[config.mk]
export PLATFORM = sky130hd
export DESIGN_NAME = decimal_text_to_fixed
export DESIGN_NICKNAME = d
export VERILOG_FILES = /design/src/design/dtf_pkg.sv /design/src/design/decimal_text_to_fixed.sv
export SDC_FILE = /design/constraint.sdc
export NUM_CORES = 1
export LEC_CHECK = 0
export ABC_AREA = 1
export BUFFER_PORTS_ARGS = -buffer_cell sky130_fd_sc_hd__buf_2
export CORE_ASPECT_RATIO = 1.25
export CORE_MARGIN = 2
export CORE_UTILIZATION = 63
export CTS_CLUSTER_SIZE = 8
export DETAILED_ROUTE_END_ITERATION = 8
export PLACE_DENSITY = 0.81
export REMOVE_ABC_BUFFERS = 1
export SLEW_MARGIN = 10
export SYNTH_ARGS = -nofsm -noshare
export SYNTH_HDL_FRONTEND = slang
export SYNTH_SLANG_ARGS = --single-unit
[constraint.sdc]
create_clock -name clk_i -period 5.37 [get_ports clk_i]
set_input_delay 0 -clock clk_i [delete_from_list [all_inputs] [get_ports clk_i]]
set_output_delay 0 -clock clk_i [all_outputs]
set_load 0.03 [all_outputs]
[src/design/dtf_pkg.sv]
// ----------------------------------------------------------------------------
// dtf_pkg: shared types and constants for the decimal text parser
// Field widths, character codes, the power-of-ten table and the state types.
// ----------------------------------------------------------------------------
package dtf_pkg;

  localparam int INT_BITS        = 31;
  localparam int FRAC_BITS       = 16;
  localparam int MAX_FRAC_DIGITS = 9;
  localparam int VALUE_W         = 48;
  localparam int CH_W            = 8;

  function automatic logic [63:0] pow10_64(input int n);
    logic [63:0] p;
    p = 64'd1;
    for (int i = 0; i < n; i++) begin
      p = p * 64'd10;
    end
    return p;
  endfunction

  localparam int FRAC_ACC_W = $clog2(pow10_64(MAX_FRAC_DIGITS));
  localparam int FCNT_W     = $clog2(MAX_FRAC_DIGITS + 1);
  localparam int SRC_W      = (INT_BITS > FRAC_ACC_W) ? INT_BITS : FRAC_ACC_W;
  localparam int ALU_W      = SRC_W + 4;
  localparam int IT_W       = $clog2(FRAC_BITS + 1);

  typedef logic [FRAC_ACC_W-1:0] pow_tbl_t [MAX_FRAC_DIGITS+1];

  function automatic pow_tbl_t mk_pow_tbl();
    pow_tbl_t t;
    for (int i = 0; i <= MAX_FRAC_DIGITS; i++) begin
      t[i] = FRAC_ACC_W'(pow10_64(i));
    end
    return t;
  endfunction

  localparam pow_tbl_t POW10 = mk_pow_tbl();

  localparam logic [CH_W-1:0] CH_MINUS = 8'h2D;
  localparam logic [CH_W-1:0] CH_DOT   = 8'h2E;
  localparam logic [CH_W-1:0] CH_ZERO  = 8'h30;
  localparam logic [CH_W-1:0] CH_NINE  = 8'h39;

  localparam logic [VALUE_W-1:0] MAG_MAX = {1'b0, {(VALUE_W-1){1'b1}}};
  localparam logic [VALUE_W-1:0] VAL_MIN = {1'b1, {(VALUE_W-1){1'b0}}};
  localparam logic [VALUE_W-1:0] NEG_MAX = VAL_MIN | VALUE_W'(1);

  typedef enum logic [2:0] {
    PH_START,
    PH_MINUS,
    PH_INT,
    PH_FRAC,
    PH_SKIP
  } phase_e;

  typedef enum logic [2:0] {
    ST_IDLE,
    ST_STEP,
    ST_DIV,
    ST_FIN,
    ST_OUT
  } ctrl_state_e;

  typedef struct packed {
    logic [CH_W-1:0] ch;
    logic            has_char;
    logic            last;
  } dtf_in_t;

  typedef struct packed {
    logic signed [VALUE_W-1:0] value;
    logic                      saturated;
  } dtf_out_t;

endpackage

[src/design/decimal_text_to_fixed.sv]
// ----------------------------------------------------------------------------
// decimal_text_to_fixed: decimal string to signed Q31.16
// At most one character per transaction; the last transaction yields one result.
// ----------------------------------------------------------------------------
//  channel | dir | handshake               | payload
//  in      | in  | in_valid_i / in_ready_o  | in_data_i  (dtf_in_t)
//  out     | out | out_valid_o / out_ready_i| out_data_o (dtf_out_t)
//
//  Each character is accepted, then takes one pass through the shared add
//  unit (times ten plus digit). The last character adds FRAC_BITS + 1
//  restoring-division steps on the same unit, then a compose and an output
//  step. Reset clears the sequencer and the accumulators. A stalled output
//  holds the sequencer in its output state.
// ----------------------------------------------------------------------------
module decimal_text_to_fixed import dtf_pkg::*; (
  input  logic     clk_i,
  input  logic     rst_ni,
  input  logic     in_valid_i,
  output logic     in_ready_o,
  input  dtf_in_t  in_data_i,
  output logic     out_valid_o,
  input  logic     out_ready_i,
  output dtf_out_t out_data_o
);

  ctrl_state_e state_q, state_d;
  phase_e      phase_q, phase_d;
  logic        neg_q, neg_d;
  logic        ovf_q, ovf_d;
  logic [INT_BITS-1:0]   int_q, int_d;
  logic [FRAC_ACC_W-1:0] frac_q, frac_d;
  logic [FCNT_W-1:0]     fcnt_q, fcnt_d;
  logic [CH_W-1:0]       ch_q, ch_d;
  logic                  has_q, has_d;
  logic                  last_q, last_d;
  logic [FRAC_BITS-1:0]  quo_q, quo_d;
  logic                  rnd_q, rnd_d;
  logic [IT_W-1:0]       it_q, it_d;
  logic [VALUE_W-1:0]    mag_q, mag_d;
  logic                  sat_q, sat_d;
  logic                  out_valid_q, out_valid_d;
  dtf_out_t              out_q, out_d;

  logic                  in_acc;
  logic                  out_free;
  logic                  is_dig;
  logic [3:0]            dval;
  logic [SRC_W-1:0]      src;
  logic [ALU_W-1:0]      alu_a, alu_b;
  logic [3:0]            alu_c;
  logic [ALU_W:0]        alu_sum;
  logic                  carry;
  logic [FRAC_ACC_W-1:0] pw;
  logic [VALUE_W-1:0]    comp;
  logic                  big;

  // control outputs
  always_comb begin
    in_ready_o = (state_q == ST_IDLE);
    in_acc     = in_valid_i && in_ready_o;
    out_free   = !out_valid_q || out_ready_i;
  end

  // next state
  always_comb begin
    state_d = state_q;
    unique case (state_q)
      ST_IDLE: if (in_acc) state_d = ST_STEP;
      ST_STEP: state_d = last_q ? ST_DIV : ST_IDLE;
      ST_DIV:  if (it_q == IT_W'(FRAC_BITS)) state_d = ST_FIN;
      ST_FIN:  state_d = ST_OUT;
      ST_OUT:  if (out_free) state_d = ST_IDLE;
      default: state_d = ST_IDLE;
    endcase
  end

  assign is_dig = (ch_q >= CH_ZERO) && (ch_q <= CH_NINE);
  assign dval   = 4'(ch_q - CH_ZERO);
  assign src    = (phase_q == PH_FRAC) ? SRC_W'(frac_q) : SRC_W'(int_q);
  assign pw     = POW10[fcnt_q];

  // shared adder: x*10 + d while parsing, r*2 - pw while dividing
  always_comb begin
    if (state_q == ST_DIV) begin
      alu_a = ALU_W'({frac_q, 1'b0});
      alu_b = ~ALU_W'(pw);
      alu_c = 4'd1;
    end else begin
      alu_a = ALU_W'({src, 3'b000});
      alu_b = ALU_W'({src, 1'b0});
      alu_c = dval;
    end
    alu_sum = {1'b0, alu_a} + {1'b0, alu_b} + (ALU_W+1)'(alu_c);
    carry   = alu_sum[ALU_W];
  end

  always_comb begin
    big  = ovf_q || ((VALUE_W'(int_q) >> (VALUE_W - 1 - FRAC_BITS)) != '0);
    comp = (VALUE_W'(int_q) << FRAC_BITS) + VALUE_W'(quo_q) + VALUE_W'(rnd_q);
  end

  // datapath
  always_comb begin
    phase_d = phase_q;
    neg_d   = neg_q;
    ovf_d   = ovf_q;
    int_d   = int_q;
    frac_d  = frac_q;
    fcnt_d  = fcnt_q;
    ch_d    = ch_q;
    has_d   = has_q;
    last_d  = last_q;
    quo_d   = quo_q;
    rnd_d   = rnd_q;
    it_d    = it_q;
    mag_d   = mag_q;
    sat_d   = sat_q;
    out_d   = out_q;
    out_valid_d = out_valid_q && !out_ready_i;

    unique case (state_q)
      ST_IDLE: begin
        if (in_acc) begin
          ch_d   = in_data_i.ch;
          has_d  = in_data_i.has_char;
          last_d = in_data_i.last;
        end
      end
      ST_STEP: begin
        if (has_q) begin
          unique case (phase_q)
            PH_START, PH_MINUS, PH_INT: begin
              if (is_dig) begin
                if (alu_sum[ALU_W-1:INT_BITS] != '0) begin
                  int_d = '1;
                  ovf_d = 1'b1;
                end else begin
                  int_d = alu_sum[INT_BITS-1:0];
                end
                if (phase_q == PH_MINUS) neg_d = 1'b1;
                phase_d = PH_INT;
              end else if (ch_q == CH_MINUS && phase_q == PH_START) begin
                phase_d = PH_MINUS;
              end else if (ch_q == CH_DOT && phase_q != PH_MINUS) begin
                phase_d = PH_FRAC;
              end else begin
                phase_d = PH_SKIP;
              end
            end
            PH_FRAC: begin
              if (is_dig) begin
                if (fcnt_q < FCNT_W'(MAX_FRAC_DIGITS)) begin
                  frac_d = alu_sum[FRAC_ACC_W-1:0];
                  fcnt_d = fcnt_q + FCNT_W'(1);
                end
              end else begin
                phase_d = PH_SKIP;
              end
            end
            default: ;
          endcase
        end
        it_d  = '0;
        quo_d = '0;
        rnd_d = 1'b0;
      end
      ST_DIV: begin
        if (it_q == IT_W'(FRAC_BITS)) begin
          rnd_d = carry;
        end else begin
          quo_d  = {quo_q[FRAC_BITS-2:0], carry};
          frac_d = carry ? alu_sum[FRAC_ACC_W-1:0] : FRAC_ACC_W'({frac_q, 1'b0});
        end
        it_d = it_q + IT_W'(1);
      end
      ST_FIN: begin
        if (big || comp[VALUE_W-1]) begin
          mag_d = MAG_MAX;
          sat_d = 1'b1;
        end else begin
          mag_d = comp;
          sat_d = 1'b0;
        end
      end
      ST_OUT: begin
        if (out_free) begin
          out_d.value     = neg_q ? -mag_q : mag_q;
          out_d.saturated = sat_q;
          out_valid_d     = 1'b1;
          phase_d = PH_START;
          neg_d   = 1'b0;
          ovf_d   = 1'b0;
          int_d   = '0;
          frac_d  = '0;
          fcnt_d  = '0;
        end
      end
      default: ;
    endcase
  end

  always_ff @(posedge clk_i or negedge rst_ni) begin
    if (!rst_ni) begin
      state_q     <= ST_IDLE;
      phase_q     <= PH_START;
      neg_q       <= 1'b0;
      ovf_q       <= 1'b0;
      int_q       <= '0;
      frac_q      <= '0;
      fcnt_q      <= '0;
      out_valid_q <= 1'b0;
    end else begin
      state_q     <= state_d;
      phase_q     <= phase_d;
      neg_q       <= neg_d;
      ovf_q       <= ovf_d;
      int_q       <= int_d;
      frac_q      <= frac_d;
      fcnt_q      <= fcnt_d;
      out_valid_q <= out_valid_d;
    end
  end

  always_ff @(posedge clk_i) begin
    ch_q   <= ch_d;
    has_q  <= has_d;
    last_q <= last_d;
    quo_q  <= quo_d;
    rnd_q  <= rnd_d;
    it_q   <= it_d;
    mag_q  <= mag_d;
    sat_q  <= sat_d;
    out_q  <= out_d;
  end

  assign out_valid_o = out_valid_q;
  assign out_data_o  = out_q;

endmodule

Word-level counts from Yosys, hierarchy flattened
Memories as Yosys holds them, arrays and structs flattened.
Index checks and enable logic that the tools add are counted.

cells by class
  add/subtract/negate cells = 8
  magnitude comparators = 4
  equal/unequal tests = 24
  muxes and demuxes = 58
  bitwise logic cells = 2
  reduce and logical (&&, ||, !) cells = 27

operator list
  cell                                                                   number
  30-bit two-way mux                                                     9
  31-bit two-way mux                                                     6
  30-bit one-hot mux with 3 select lines                                 1
  31-bit one-hot mux with 2 select lines                                 1
  47-bit by 16-bit adder with 48-bit output                              1
  48-bit by 1-bit adder with 48-bit output                               1
  48-bit two-way mux                                                     1
  48-bit negator                                                         1
  35-bit by 35-bit adder with 36-bit output                              1
  36-bit by 4-bit adder with 36-bit output                               1
  35-bit two-way mux                                                     1
  30-bit NOT with 35-bit output                                          1
  34-bit two-way mux                                                     1
  16-bit one-hot mux with 2 select lines                                 1
  3-bit two-way mux                                                      8
  4-bit two-way mux                                                      6
  6-bit AND reduction                                                    3
  8-bit by 6-bit equality test with 1-bit output, second input constant  2
  16-bit two-way mux                                                     1
  2-bit inequality test, second input constant                           8
  3-bit one-hot mux with 5 select lines                                  1
  1-bit two-way mux                                                      13
  3-bit by 2-bit equality test with 1-bit output, second input constant  4
  3-bit one-hot mux with 2 select lines                                  2
  31 further kinds                                                       48

storage, ports and cells
  bits in registers = 204
  bits in read-only memories = 480
  input bits = 14
  output and inout port bits = 51
  word-level logic and storage cells = 142
  memories kept = 1

memories
  memory            depth  bits a word  read ports  clocked after Yosys merged registers in  wr ports  RTL line                     source
  (name not given)  16     30           1           0                                        0         decimal_text_to_fixed.sv:80  assign pw = POW10[fcnt_q];

Depth between registers and ports, before layout
Gate-level depths: netlist of the first run.

  depth after elaboration = 14
  gate-level depth with buffers = 28
  depth with buffers taken out = 26

Worst setup path before layout of the first run
OpenSTA, ideal clock, no wires.

  path kind = register to register
  from = reg state_q[1]
  to = reg mag_q[0], enable pin
  library setup time = 0.518 ns
  arrival time = 3.828 ns
  data required time = 4.852 ns
  setup slack = 1.024 ns
  cell stages (with the launch flop) = 3
  buffers on the path = 0
  clock period less this slack = 4.346 ns
  path through = dfrtp_1 inv_2 nor3_1

between the ends
  cells in the longest elaborated chain, start to end = 1

ends and longest elaborated chain
  what                                            RTL line                      source
  start, declared                                 decimal_text_to_fixed.sv:26   ctrl_state_e state_q, state_d;
  start signal, assigned                          decimal_text_to_fixed.sv:213  state_q <= state_d;
  3-bit by 2-bit equality test with 1-bit output  decimal_text_to_fixed.sv:121  unique case (state_q)
  end signal, assigned                            decimal_text_to_fixed.sv:231  mag_q <= mag_d;
  end, declared                                   decimal_text_to_fixed.sv:39   logic [VALUE_W-1:0] mag_q, mag_d;

No other way between the ends.
A chain may end at the register's enable or synchronous reset.

Worst setup path after layout of the first run
  from = reg state_q[2]
  to = reg int_q[2]

between the ends
  cells in the longest elaborated chain, start to end = 10
  elaborated cells between the ends (all ways) = 20
  those cells by class = add/sub: 2; eq/ne: 7; mux: 8; reduce/logical: 3

ends and longest elaborated chain
  what                                                      RTL line                      source
  3-bit by 2-bit equality test with 1-bit output            decimal_text_to_fixed.sv:84   if (state_q == ST_DIV) begin
  35-bit two-way mux or 34-bit two-way mux (tied branches)  decimal_text_to_fixed.sv:84
  35-bit by 35-bit adder with 36-bit output                 decimal_text_to_fixed.sv:93   alu_sum = {1'b0, alu_a} + {1'b0, alu_b} + (ALU_W+1)'(alu_c);
  36-bit by 4-bit adder with 36-bit output                  decimal_text_to_fixed.sv:93
  4-bit nonzero test                                        decimal_text_to_fixed.sv:134  if (alu_sum[ALU_W-1:INT_BITS] != '0) begin
  31-bit two-way mux                                        decimal_text_to_fixed.sv:134
  31-bit two-way mux                                        decimal_text_to_fixed.sv:133  if (is_dig) begin
  31-bit two-way mux                                        decimal_text_to_fixed.sv:131  unique case (phase_q)
  31-bit two-way mux                                        decimal_text_to_fixed.sv:130  if (has_q) begin
  31-bit one-hot mux with 2 select lines                    decimal_text_to_fixed.sv:121
  end signal, assigned                                      decimal_text_to_fixed.sv:217  int_q <= int_d;
  end, declared                                             decimal_text_to_fixed.sv:30   logic [INT_BITS-1:0] int_q, int_d;

Several ways; a longest one is shown, not always the timed one. The select of a mux whose other input is x is not followed.

==> summary.txt, run 1 <==
Row count: 62
Fillers: 1908
Slew @ Worst Pin: 1010 ps
Max Slew Vio Count: 0
Synthesized instance count: 1977
IO Pins: 65
CTS sink cnt: 204
Cts hold-fix bufs: 15
Initial DRC Count: 1211
HPWL Detailed: 32500 um
Top cells by count, synth: 538 x nand2_1, 313 x inv_1, 178 x nor2_1
Avg Cell Area, Syn: 7.44 sq um
CP max FO: 31
Clock slew at reported path FFs: 50 ps
Root Buffer: clkbuf_16
Final core utilization: 70.5%
H-tree depth: 1
Number of global-route vias before repair: 13000
Post_cts resized: 0
Synth top area cells: edfxtp_1 27%, nand2_1 14%, dfrtp_1 13%
Pin count of the biggest net entering global routing: 94
Detailed-route DRC error count: 0
Worst setup path category: flop to flop
Hold WS: 179 ps
Global-route wire length before repair: 67000 um
Chip height: 175 um
Total GRT Usage: 34.2%
DP Worst Slack: 691 ps
Routability Congestion: 0.989
Vias per inst: 5.75
Area of the multi-input gates: 0.00744 sq mm
Status: finished clean
Maximum clock frequency: 206 MHz
WP data arrival: 5270 ps
Antenna diode count: 0
Final hold violations: 0
TritonCTS clock tree: yes
Post-Syn Area: 0.0147 sq mm
Initial Util: 64.0%
Reg area: 0.00576 sq mm
Min setup slack post-route: 520 ps
Die Wd: 141 um
Max-cap violations: 0
Post-synth ARST share: 36.3%
Min Tclk post-route: 4850 ps
Ys Warns: 0
Vias post-DR: 13500
Main synth FF type: edfxtp_1
Period utilisation layout: 90.3%
Cts bufs inserted: 29
Drt total wl: 42300 um
Antenna-violating nets left: 0
Port-buffer cells: 64
Post-synth EDFFs: 130
Cell taking the most area after synthesis: edfxtp_1
Sequential share of the synthesized area: 39.2%
Area grow syn2layout: 10.2%
Worst hold path type: primary input to flop
Total global routing overflow: 0
CTS Buffer Depth: 3
Avg WL per Cell: 18.0 um
Synth top area share: 26.6%
Worst-Skew Late Latency: 540 ps
Postcts setup bufs: 0
Endpoints failing setup: 0
Clk_skew: 21.5 ps
Core area: 0.0230 sq mm
Die ar.: 0.0246 sq mm
Crit end category: flop
Netlist cell types: 52
RSZ-0062 raised after global routing: false
Ratio of cells with drive above 1 in the final layout: 8.82%
#FFs+latches synth: 204
Startpoint types: flop
Initial antenna violation count: 0
Drt pass-1 iters: 6
Critical Path RT: 5790 ps
NumNets Final: 2131
Worst slew margin: 32.6%
Most frequent cell after synthesis: nand2_1
==> logic make-up after synthesis <==
kind of cell / after synthesis / share of synthesized area [%]
compound gates: 217 / 8.63
xor+xnor: 90 / 5.36
fa+ha+maj: 76 / 6.67
buf+inv: 385 / 10.4
flops: 204 / 39.2
other cells: 1 / 0.0255
simple gates: 1004 / 29.8
==> area by class of cell <==
class                      instances  area share, %
multi-input combinational       1388           45.9
sequential                       204           35.5
inverter                         326           7.56
clock buffer                      52           5.08
timing repair buffer              92           3.60
tap                              288           2.23
clock inverter                     1         0.0541
==> final timing paths <==
| path | startpoint | end | slack [ps] | cells past startpoint |
|---|---|---|---|---|
| max | state_q[2]$_DFFE_PN0P_ | int_q[2]$_DFFE_PN0P_ | 520 | 22 |
| min | in_data_i[9] | ch_q[7]$_DFFE_PP_ | 180 | 2 |
| max reg2reg | state_q[2]$_DFFE_PN0P_ | int_q[2]$_DFFE_PN0P_ | 520 | 22 |
| min reg2reg | sat_q$_DFFE_PP_ | out_data_o[0]$_DFFE_PP_ | 430 | 0 |
| max in group asynchronous | rst_ni | fcnt_q[2]$_DFFE_PN0P_ | 4090 | 3 |
| min in group asynchronous | rst_ni | int_q[8]$_DFFE_PN0P_ | 200 | 3 |
==> routing by layer <==
layer / global-route usage, % / routed length, um / part of all wire (%)
met5: 0 / 0 / 0
met4: 19.4 / 2720 / 6.4
met3: 3.43 / 2790 / 6.6
met2: 61.4 / 21100 / 50
met1: 39.8 / 15600 / 37
==> placed cells by master (no fill, tap or decap), types with 13 or more instances in the layout <==
cell type / synthesis / routed
nand2_1: 538 / 537
inv_1: 313 / 313
nor2_1: 178 / 177
edfxtp_1: 130 / 130
nand3_1: 126 / 125
o21ai_0: 77 / 77
dfrtp_1: 74 / 74
xor2_1: 72 / 72
ha_1: 72 / 72
buf_2: 19 / 63
nand4_1: 51 / 51
a21oi_1: 45 / 45
o21ai_1: 38 / 38
nor3_1: 36 / 35
o211ai_1: 29 / 29
clkbuf_16: 0 / 29
clkbuf_1: 26 / 22
or2_2: 21 / 21
xnor2_1: 18 / 18
nor4_1: 15 / 15
dlygate4sd3_1: 0 / 15
buf_4: 5 / 13
==> registers in the layout, indices dropped and copies added, names as in the netlist, 4 cells and up <==
register,flops
out_data_o,49
mag_q,48
int_q,31
frac_q,30
quo_q,16
ch_q,8
it_q,5
fcnt_q,4
==> worst max-delay path: stages, from the launching register on <==
cell	delay, ps
dfrtp_1	420
nor2_1	170
nand2_2	150
inv_1	330
buf_4	290
nor2_1	90
fa_1	430
ha_1	280
fa_1	500
nand3_1	130
nand2_2	80
nand2_1	80
nand2_2	80
nand2_1	70
nand2_1	140
nand2_1	150
nand2_1	60
nand2_1	60
nand2_1	70
nor2_1	280
nand2_2	430
o21ai_1	360
nand2_1	70
==> metrics by stage <==
stage               instances  instance area [sq um]  TNS, ps
floorplan                1918                  14400   -16710
global placement         2283                  15200        0
detailed placement       2283                  15200        0
CTS                      2351                  16200        0
global route             2351                  16200        0
finish                   2351                  16200        0
Power of run 1 is not shown: default switching activity piles up to over one toggle a cycle in this logic, so the estimate is an artifact.
==> run 2, diff against run 1 <==
- PLACE_DENSITY: 0.81 -> 0.85
==> run 2 against run 1 <==
Sequential share of layout area barely moved. Count of clock-buffer cells in the layout fell by 4. Die area did not move. Non-clock buffer count rose by 3. Critical endpoint is now int_q[29]$_DFFE_PN0P_. Setup slack got worse by 110 ps. Clock skew fell by 4.3 ps. Critical path depth did not move. Utilization barely moved. Global-route usage fell by 0.67 points. Flip-flop and latch count did not move. Final cell count barely moved. Worst hold slack improved by 5.0 ps.
==> summary.txt, run 2 (synthesized netlist as in run 1, its figures left out) <==
Postcts setup bufs: 0
Worst hold path type: primary input to flop
Initial DRC Count: 1381
Cts bufs inserted: 29
Worst-Skew Late Latency: 530 ps
Max-cap violations: 0
Startpoint types: flop
Period utilisation layout: 92.3%
WP data arrival: 5360 ps
Die ar.: 0.0246 sq mm
Vias post-DR: 13600
Core area: 0.0230 sq mm
Port-buffer cells: 64
RSZ-0062 raised after global routing: false
Worst setup path category: flop to flop
IO Pins: 65
Global-route wire length before repair: 65800 um
Endpoints failing setup: 0
CTS Buffer Depth: 3
Hold depth: 2
NumNets Final: 2134
Drt total wl: 41800 um
Min setup slack post-route: 415 ps
R2R setup slack: 410 ps
Min Tclk post-route: 4960 ps
Routability Congestion: 1.02
Detailed-route DRC error count: 0
TritonCTS clock tree: yes
Root Buffer: clkbuf_16
Avg WL per Cell: 17.8 um
Status: finished clean
Final core utilization: 70.5%
Maximum clock frequency: 202 MHz
Crit end category: flop
Worst R2R Path Depth: 22
Die Wd: 141 um
Final std cells w/o fill: 2350
Drt pass-1 iters: 7
Cts hold-fix bufs: 14
Clk_skew: 17.2 ps
DP Worst Slack: 570 ps
Antenna-violating nets left: 0
CTS sink cnt: 204
Placed cell count: 2287
Worst reg2reg path endpoint: int_q[29]$_DFFE_PN0P_
Critical Path RT: 5780 ps
Initial antenna violation count: 0
Max Slew Vio Count: 0
Most common cell after layout, fill and taps aside: nand2_1
Final hold violations: 0
Antenna diode count: 0
Post_cts resized: 0
Vias per inst: 5.78
Clock slew at reported path FFs: 50 ps
H-tree depth: 1
Crit Reg-Reg Startpoint: state_q[2]$_DFFE_PN0P_
HPWL Detailed: 32600 um
Hold Crit Endpoint: ch_q[5]$_DFFE_PP_
HP Start: in_data_i[7]
Pin count of the biggest net entering global routing: 75
Area grow syn2layout: 10.2%
Number of global-route vias before repair: 12900
Initial Util: 64.0%
Max FFs per register: 49
Row count: 62
Worst slew margin: 33.1%
Total GRT Usage: 33.5%
Commonest non-fill, non-tap cells in the layout: 537 x nand2_1, 313 x inv_1, 177 x nor2_1, 130 x edfxtp_1, 125 x nand3_1
CP max FO: 31
Chip height: 175 um
Ratio of cells with drive above 1 in the final layout: 8.97%
Slew @ Worst Pin: 1000 ps
Total global routing overflow: 0
-- run 2: critical path, stage by stage, from the launching register on --
cell,delay (ps)
dfrtp_1,420
nor2_1,190
nand2_2,200
nor2_1,380
inv_1,250
o31ai_1,380
fa_1,480
inv_1,70
ha_1,300
nand2_1,130
nand3_1,150
nand2_1,90
nand2_1,110
nand2_1,110
nand3_2,110
nand2_1,100
nand2_1,50
nand2_1,60
nand2_1,50
nor2_1,380
nand2_2,450
o21ai_0,300
nand2_1,80
-- run 2: layer usage --
metal / track usage [%] / vias up / wire [um]
met3: 3.56 / 178 / 2680
met2: 60.9 / 690 / 20800
li1: - / 6533 / -
met1: 38.6 / 6190 / 15500
met4: 18.3 / 0 / 2800
met5: 0 / - / 0
-- run 2: worst max-delay path by stage --
stage / start / to / cells after the start
final: state_q[2]$_DFFE_PN0P_ / int_q[29]$_DFFE_PN0P_ / 22
after global routing: state_q[2]$_DFFE_PN0P_ / int_q[3]$_DFFE_PN0P_ / 22
after CTS: state_q[2]$_DFFE_PN0P_ / int_q[29]$_DFFE_PN0P_ / 22
after detailed placement: state_q[2]$_DFFE_PN0P_ / int_q[29]$_DFFE_PN0P_ / 22
after global placement: state_q[2]$_DFFE_PN0P_ / int_q[29]$_DFFE_PN0P_ / 22
after floorplan: state_q[2]$_DFFE_PN0P_ / frac_q[10]$_DFFE_PN0P_ / 22
-- run 2: cell type report --
type / instances / area [sq um]
inverter: 326 / 1220
timing repair buffer: 95 / 588
sequential: 204 / 5760
fill: 1892 / 6770
clock buffer: 48 / 797
clock inverter: 1 / 30.0
tap: 288 / 360
multi-input combinational: 1388 / 7440
-- run 2: stage by stage --
stage / TNS [ps] / area [sq um] / hold slack (ps)
2_1_floorplan: -16710 / 14400 / -296
3_3_place_gp: 0 / 15200 / 177
3_5_place_dp: 0 / 15200 / 179
4_1_cts: 0 / 16200 / 183
5_1_grt: 0 / 16200 / 191
6_report: 0 / 16200 / 184
Power of run 2 is left out for the same reason.
==> run 3, diff against run 2 <==
- CORE_UTILIZATION: 63 -> 57
- PLACE_DENSITY: 0.85 -> 0.82
- clock period: 5.37 -> 4.09 ns (I/O delays scaled with it)
==> run 3 against run 2 <==
Final cell count rose by 2.9%. Critical path depth is 2 higher. Utilization shrank 4.5 points. Worst hold slack worse by 21 ps. Flip-flop and latch count is the same. Clock skew grew 10 ps. Final area is 3.2% higher. Die area is 10% higher. Largest cell class unchanged.
==> summary.txt, run 3 (synthesized netlist as in run 1, its figures left out) <==
Endpoints failing setup: 0
Pin count of the biggest net entering global routing: 75
Metal2 WL: 22100 um
Vias post-DR: 13500
Antenna-violating nets left: 0
Final core utilization: 66.0%
Most common cell after layout, fill and taps aside: nand2_1
TritonCTS clock tree: yes
Antenna diode count: 0
Final hold violations: 0
Worst reg2reg path endpoint: int_q[9]$_DFFE_PN0P_
Status: finished clean
Total global routing overflow: 0
Ratio of cells with drive above 1 in the final layout: 11.5%
Crit path from: state_q[2]$_DFFE_PN0P_
Levels on crit path: 24
Die ar.: 0.0271 sq mm
Vias per inst: 5.57
Cts bufs inserted: 29
Worst R2R Path Depth: 24
Core area: 0.0253 sq mm
Crit Reg-Reg Startpoint: state_q[2]$_DFFE_PN0P_
Max FFs per register: 49
Worst-Skew Late Latency: 550 ps
Highest Signal Layer: met4
Initial Util: 58.1%
HPWL Detailed: 32100 um
CTS Buffer Depth: 3
Die Wd: 148 um
Routed wl met3: 2570 um
Total GRT Usage: 31.2%
CP max FO: 31
Maximum clock frequency: 258 MHz
Worst path most repeated cell: nand2_1
Initial antenna violation count: 0
Worst slew margin: 32.5%
Buf/Inv on CP: 3
Clock slew at reported path FFs: 50 ps
Fin Setup TNS: 0 ps
Min Tclk post-route: 3880 ps
Hold WS: 163 ps
Crit path max-delay family: simple AND/OR/NAND/NOR gates
Crit path largest cell delay: 450 ps
Root Buffer: clkbuf_16
R2R setup slack: 210 ps
Worst hold path type: primary input to async pin
Max Slew Vio Count: 0
Drt pass-1 iters: 6
CP max-delay cell: dfrtp_2
Commonest non-fill, non-tap cells in the layout: 532 x nand2_1, 309 x inv_1, 170 x nor2_1, 130 x edfxtp_1, 124 x nand3_1
Number of global-route vias before repair: 13000
Avg WL per Cell: 17.9 um
M1 WL: 16800 um
CTS sink cnt: 204
Period utilisation layout: 94.9%
NumNets Final: 2155
Global-route wire length before repair: 67500 um
End of the critical path: int_q[9]$_DFFE_PN0P_
Slew @ Worst Pin: 1010 ps
IO Pins: 65
Area grow syn2layout: 13.6%
Port-buffer cells: 64
Critical Path RT: 4510 ps
H-tree depth: 1
RSZ-0062 raised after global routing: true
WP data arrival: 4300 ps
Max-cap violations: 0
CP cell instances: nor2_4, nand2_4, buf_6, o211ai_1, nand2_1, inv_1, fa_1, ha_2, fa_1, nand3_1, nand2_2, nand2_1, nand2_1, nand2_1, nand3_2, nand2_1, nand2_1, nand2_1, nand2_1, nor2_2, nand2_2, buf_12, o21ai_1, nand2_1
Routability Congestion: 1.03
Crit end category: flop
Initial DRC Count: 1004
Row count: 65
Clk_skew: 27.6 ps
Chip height: 184 um
Worst setup path category: flop to flop
Detailed-route DRC error count: 0
Drt total wl: 43300 um
Startpoint types: flop
[run 3: cell count changes in the layout (fill, tap and decap cells not counted), sizes merged]
| cell | change |
|---|---|
| clkbuf | +5 |
| clkinvlp | +1 |
| nand3 | +1 |
| bufinv | -1 |
| dlygate4sd3 | -1 |
| buf | +17 |
[run 3: stage by stage]
step	setup slack, ps	area (sq um)	std cells
floorplan	-1590	14400	1918
global route	-12.3	16700	2419
finish	209	16700	2419
detailed placement	82.3	15400	2346
CTS	66.5	16400	2409
global placement	108	15400	2346
[run 3: worst min path at each step]
stage,from,to,slack [ps],depth (start not counted)
detailed placement,in_data_i[0],last_q$_DFFE_PP_,180,1
floorplan,rst_ni,big$_DFFE_PN0P_,-300,0
global placement,in_data_i[1],has_q$_DFFE_PP_,180,1
global route,in_data_i[0],last_q$_DFFE_PP_,170,2
CTS,in_data_i[0],last_q$_DFFE_PP_,150,2
finish,rst_ni,frac_q[24]$_DFFE_PN0P_,160,2
[run 3: metal layers]
layer / GRT usage [%] / up-vias
li1: - / 6577
met1: 37.7 / 6211
met2: 58.2 / 579
met3: 2.83 / 117
met4: 10.4 / 0
met5: 0 / -
[run 3: worst reg2reg max path: cells and delay by family (launching register included)]
kind            cells  cell delay [ps]
fa+ha+maj           3             1080
simple gates       16             1510
buf+inv             3              440
flops               1              450
compound gates      2              270
[run 3: repair_timing]
action | 4_1_cts | 5_1_grt
hold buffers | 13 | 0
setup buffers | 0 | 4
endpoints found under the setup margin | 0 | 64
hold endpoints to repair | 87 | 0
resized for setup | 0 | 47
[run 3: cell type report]
class,instances,area [sq um]
clock buffer,49,811
clock inverter,1,20.0
fill,2221,8590
inverter,326,1230
multi-input combinational,1389,7580
sequential,204,5760
tap,335,419
timing repair buffer,115,878
Power of run 3 is left out for the same reason.
